<file path="src/rtl/core/icc_pkg.sv">
// shared types and constants for the input channel conditioner
// no dependencies
package icc_pkg;

    localparam int VAL_W   = 16;
    localparam int ACT_W   = 24;
    localparam int AREA_W  = 48;
    localparam int TRAV_W  = 32;
    localparam int TIME_W  = 32;
    localparam int CH_W    = 4;
    localparam int RATE_W  = 16;
    localparam int DZ_W    = 15;
    localparam int EN_W    = 16;
    localparam int CFG_AW  = 2;
    localparam int IN_DW   = 56;
    localparam int OUT_DW  = 144;

    typedef enum logic [CFG_AW-1:0] {
        REG_DECAY  = 2'd0,
        REG_FILTER = 2'd1,
        REG_DZONE  = 2'd2,
        REG_ENABLE = 2'd3
    } cfg_idx_t;

    typedef enum logic {
        OP_SAMPLE = 1'b0,
        OP_TICK   = 1'b1
    } op_t;

    typedef struct packed {
        logic [RATE_W-1:0] decay;
        logic [RATE_W-1:0] filt;
        logic [DZ_W-1:0]   dz;
        logic [EN_W-1:0]   en;
    } cfg_t;

    typedef struct packed {
        op_t                     op;
        logic [CH_W-1:0]         channel;
        logic signed [VAL_W-1:0] value;
        logic [TIME_W-1:0]       ts;
    } job_t;

    typedef struct packed {
        logic signed [VAL_W-1:0]  value;
        logic signed [VAL_W-1:0]  filt;
        logic [ACT_W-1:0]         act;
        logic signed [AREA_W-1:0] area;
        logic [TRAV_W-1:0]        travel;
        logic [TIME_W-1:0]        ltime;
    } row_t;

    typedef struct packed {
        logic [CH_W-1:0]          channel;
        logic signed [VAL_W-1:0]  value;
        logic signed [VAL_W-1:0]  filt;
        logic [ACT_W-1:0]         act;
        logic signed [AREA_W-1:0] area;
        logic [TRAV_W-1:0]        travel;
        logic                     last;
    } res_t;

    typedef enum logic [3:0] {
        B_IDLE, B_SCAN, B_READ, B_LOAD, B_MDECAY, B_MFILT,
        B_MACT, B_MAREA, B_MVR, B_MFF, B_FSUM, B_EMIT
    } bstate_t;

endpackage

</file>
<file path="src/rtl/core/icc_front.sv">
// front end: accepts transactions, drops those that cause no result, queues the rest
// depends on icc_pkg
module icc_front
    import icc_pkg::*;
#(
    parameter int CHANNELS = 16
)(
    input  logic                clk,
    input  logic                rst_n,
    input  logic                in_valid,
    output logic                in_ready,
    input  job_t                in_job,
    input  logic [CHANNELS-1:0] en_vec,
    output logic                q_valid,
    output job_t                q_head,
    input  logic                q_pop
);

    localparam int CW = (CHANNELS > 1) ? $clog2(CHANNELS) : 1;

    job_t       q_mem_reg [2];
    logic       wr_ptr_reg, wr_ptr_next;
    logic       rd_ptr_reg, rd_ptr_next;
    logic [1:0] count_reg, count_next;
    logic       ch_ok;
    logic       push;

    // sample for an existing, enabled channel, or a tick with some channel enabled
    assign ch_ok    = (32'(in_job.channel) < CHANNELS) && en_vec[CW'(in_job.channel)];
    assign in_ready = (count_reg != 2'd2);
    assign push     = in_valid && in_ready &&
                      ((in_job.op == OP_TICK) ? (|en_vec) : ch_ok);
    assign q_valid  = (count_reg != 2'd0);
    assign q_head   = q_mem_reg[rd_ptr_reg];

    always_comb
    begin
        wr_ptr_next = push ? ~wr_ptr_reg : wr_ptr_reg;
        rd_ptr_next = q_pop ? ~rd_ptr_reg : rd_ptr_reg;
        count_next  = count_reg + 2'(push) - 2'(q_pop);
    end

    always_ff @(posedge clk or negedge rst_n)
    begin
        if (!rst_n)
        begin
            wr_ptr_reg <= 1'b0;
            rd_ptr_reg <= 1'b0;
            count_reg  <= 2'd0;
        end
        else
        begin
            wr_ptr_reg <= wr_ptr_next;
            rd_ptr_reg <= rd_ptr_next;
            count_reg  <= count_next;
        end
    end

    always_ff @(posedge clk)
    begin
        if (push)
        begin
            q_mem_reg[wr_ptr_reg] <= in_job;
        end
    end

endmodule

</file>
<file path="config.mk">
export PLATFORM = sky130hd
export DESIGN_NAME = icc_front
export DESIGN_NICKNAME = d
export VERILOG_FILES = /design/src/rtl/core/icc_pkg.sv /design/src/rtl/core/icc_front.sv
export SDC_FILE = /design/constraint.sdc
export NUM_CORES = 1
export LEC_CHECK = 0
export ABC_AREA = 1
export ABC_CLOCK_PERIOD_IN_PS = 3700
export BUFFER_PORTS_ARGS = -buffer_cell sky130_fd_sc_hd__clkbuf_2
export CAP_MARGIN = 20
export CORE_MARGIN = 2
export CORE_UTILIZATION = 30
export DETAILED_ROUTE_END_ITERATION = 8
export GPL_ROUTABILITY_DRIVEN = 1
export GPL_TIMING_DRIVEN = 0
export PLACE_DENSITY = 0.52
export SKIP_CTS_REPAIR_TIMING = 1
export SLEW_MARGIN = 20
export SYNTH_ARGS = -nofsm -noshare
export SYNTH_HDL_FRONTEND = slang
export SYNTH_SLANG_ARGS = --single-unit
</file>
<file path="constraint.sdc">
create_clock -name clk -period 3.7 [get_ports clk]
set_input_delay 0.555 -clock clk [delete_from_list [all_inputs] [get_ports clk]]
set_output_delay 0.555 -clock clk [all_outputs]
set_load 0.005 [all_outputs]
</file>
==> reports/metrics.yaml <==
timing:
  finalMaxSlewViolations: 0
  hold_viol_final: 0
  period_minus_slack_ps: 2160
  worstMarginPinSlew_ps: 363
  setup_violations: 0
  slew_headroom: 0.757
  layout_setup_ws_ps: 1540
  fmax_mhz: 462
  rsz0062_at_grt: "false"
  timing.final.crit_share: 0.585
  skew_ps: 5.79
synthesis:
  synth_most_common_cell: "edfxtp_1"
  syn_area_per_cell_um2: 17.5
  synth_cell_type_count: 23
  yosysSeqAreaShare: 0.758
  syn-num-nets: 323
  ys_warn_count: 0
  netlist_instances: 248
  synth.top_cell.area_share: 0.735
  yosys-top-cells-count: "edfxtp_1, mux2_1, inv_1"
  postSynth.asyncResetShare: 0.0364
  ys.flop_type: "edfxtp_1"
  ys_ff_latch: 110
  synth.cell_area_mm2: 0.00433
  yosys-top-cells-area: "edfxtp_1, mux2_1, dfrtp_1"
  synth_top_cell_by_area: "edfxtp_1"
  synth_edf_count: 106
critical_path:
  rrSetupSlack_ps: 1940
  path_max_fanout: 10
  required_ps: 3140
  path_class: "reg2out"
  slowest_delay_ps: 340
  worstPathArrival_ps: 1610
  reg2reg_from: "count_reg[1]"
  critPathCaptureType: "output pin"
  critical_path.top_delay_family: "buffers and inverters"
  cpMaxStageDelayCell: "mux2_1"
  critPathLaunchType: "flop"
  critPathBufInv: 3
  startpoint: "rd_ptr_reg"
  path_cells: "buf_2 > buf_4 > mux2_1 > clkbuf_2"
floorplan:
  std_cell_rows: 43
  die-area_mm2: 0.0154
  core-area_mm2: 0.0140
  die_h_um: 124
  initial_utilization: 0.310
  ios: 128
  die_w_um: 124
route:
  wl_mm: 8.23
  detail_route.drc_violations: 0
  ant_nets: 0
  first_pass_iters: 4
  viasPerCell: 4.33
  routedWlPerCell_um: 14.3
  drt_iter0_drc: 148
  num_vias: 2489
clock_tree:
  cts_buffers: 9
  cts_tree: "yes"
  insertion_delay_ps: 340
  clkTransAtPathRegs_ps: 70
  cts-root-buf: "clkbuf_16"
  htree_levels: 3
  cts.path.max_buffers: 2
  clock_sinks: 110
global_routing:
  grt_use_met3: 0.0357
  grt_start_max_net_pins: 33
  grt-ovfl-total: 0
  grt.busiest_layer: "met2"
  use_met1: 0.133
  antenna_found_initial: 0
  grt_pass1_wl_mm: 12.2
  met2_usage: 0.167
  track_usage: 0.107
  grt_pass1_vias: 2425
worst_hold_path:
  hold_path_class: "in2reg"
  hp-start: "in_job[22]"
placement:
  port_buffers: 127
  gp_congestion: 0.803
  post-dp-hpwl_mm: 5.89
  pre_cts_slack_ps: 1370
cells_and_area:
  final_nets: 465
  syn2layout_area_growth_pct: 28.5
  drive_gt1_frac: 0.430
  seq_area_mm2: 0.00328
  antennaDiodeCount: 0
  multi_input_area_um2: 900
  n_fill_cell: 1343
  largest_reg_flops: 106
power:
  leakage_nw: 2.22
  peakVddDrop_mv: 0.336
  powerDensity_mw_per_mm2: 652
  fin_total_pwr_mw: 3.63
flow_run:
  max_cap_viol_count: 0
outcome:
  status: "finished clean"
==> path summary, 6_finish.rpt <==
check	to	cells past startpoint
max	q_head[29]	4
min	q_mem_reg[0][22]	1
max reg2reg	q_mem_reg[0][14]	6
min reg2reg	wr_ptr_reg	2
max in group asynchronous	rd_ptr_reg	2
min in group asynchronous	count_reg[0]	2
==> cell usage in the layout, fill, tap and decap left out <==
| cell | netlist | routed |
|---|---|---|
| nor2_1 | 3 | 2 |
| inv_2 | 4 | 4 |
| nand2_1 | 18 | 18 |
| nand4_1 | 3 | 3 |
| nand3_2 | 3 | 3 |
| nand3_1 | 13 | 13 |
| buf_12 | 0 | 3 |
| ha_1 | 2 | 2 |
| bufinv_16 | 0 | 1 |
| dfrtp_1 | 4 | 4 |
| inv_8 | 1 | 1 |
| nand3b_1 | 1 | 1 |
| edfxtp_1 | 106 | 106 |
| clkinv_2 | 0 | 1 |
| xnor2_1 | 2 | 2 |
| xor2_1 | 1 | 1 |
| clkbuf_16 | 0 | 9 |
| dlygate4sd3_1 | 0 | 1 |
| nor3_1 | 1 | 1 |
| mux2_1 | 49 | 49 |
| inv_1 | 20 | 19 |
| clkinv_4 | 0 | 1 |
| or2_2 | 1 | 1 |
| clkbuf_1 | 0 | 1 |
| buf_6 | 1 | 1 |
| nor2_4 | 0 | 1 |
| buf_4 | 5 | 5 |
| a21boi_0 | 1 | 1 |
| clkinv_1 | 0 | 1 |
| clkinvlp_4 | 0 | 2 |
| buf_2 | 1 | 1 |
| nand2_2 | 4 | 4 |
| inv_4 | 0 | 1 |
| clkbuf_2 | 0 | 127 |
| mux2_2 | 4 | 4 |
==> metrics by stage <==
stage | util | setup TNS [ps] | std cells | instance area (um2) | hold WS (ps)
finish | 0.398 | 0 | 575 | 5560 | 396
global route | 0.398 | 0 | 575 | 5560 | 383
CTS | 0.397 | 0 | 574 | 5550 | -9.52
detailed placement | 0.376 | 0 | 558 | 5260 | 371
global placement | 0.371 | -17790 | 555 | 5190 | 369
floorplan | - | 0 | 248 | 4330 | 259
==> power breakdown <==
group | switching (mW) | internal (mW)
logic | 0.536 | 0.482
clock network | 0.413 | 0.523
registers | 0.0463 | 1.63
==> layer usage <==
layer	vias up	routed length (um)
met1	1190	3570
li1	1194	-
met5	-	0
met3	11	732
met2	94	3780
met4	0	144
==> final cells by class <==
cell class	count	share of cell area
clock inverters	6	0.0112
multi-input cells	106	0.162
flip-flops and latches	110	0.590
inverters	25	0.0187
plain buffers	7	0.00967
well taps	180	0.0405
repair buffers	131	0.127
clock buffers	10	0.0412
==> worst register-to-register path: stages, from the launching register on <==
cell and delay [ps]:
dfrtp_1 410, a21boi_0 180, nand2_1 90, inv_2 60, nand3_1 140, inv_4 290, buf_12 260
==> cell families (layout without fill, tap and decap cells) <==
kind of cell,Yosys count,count (layout),share of synthesized area
AOI/OAI and AO/OA,1,1,0.00173
xor gates and xnor gates,3,3,0.00607
buffers and inverters,32,179,0.0358
adders and majority gates,2,2,0.00578
DFF,110,110,0.758
and+or+nand+nor,47,47,0.0546
muxes,53,53,0.138
Power figures use the tool's default switching activity.
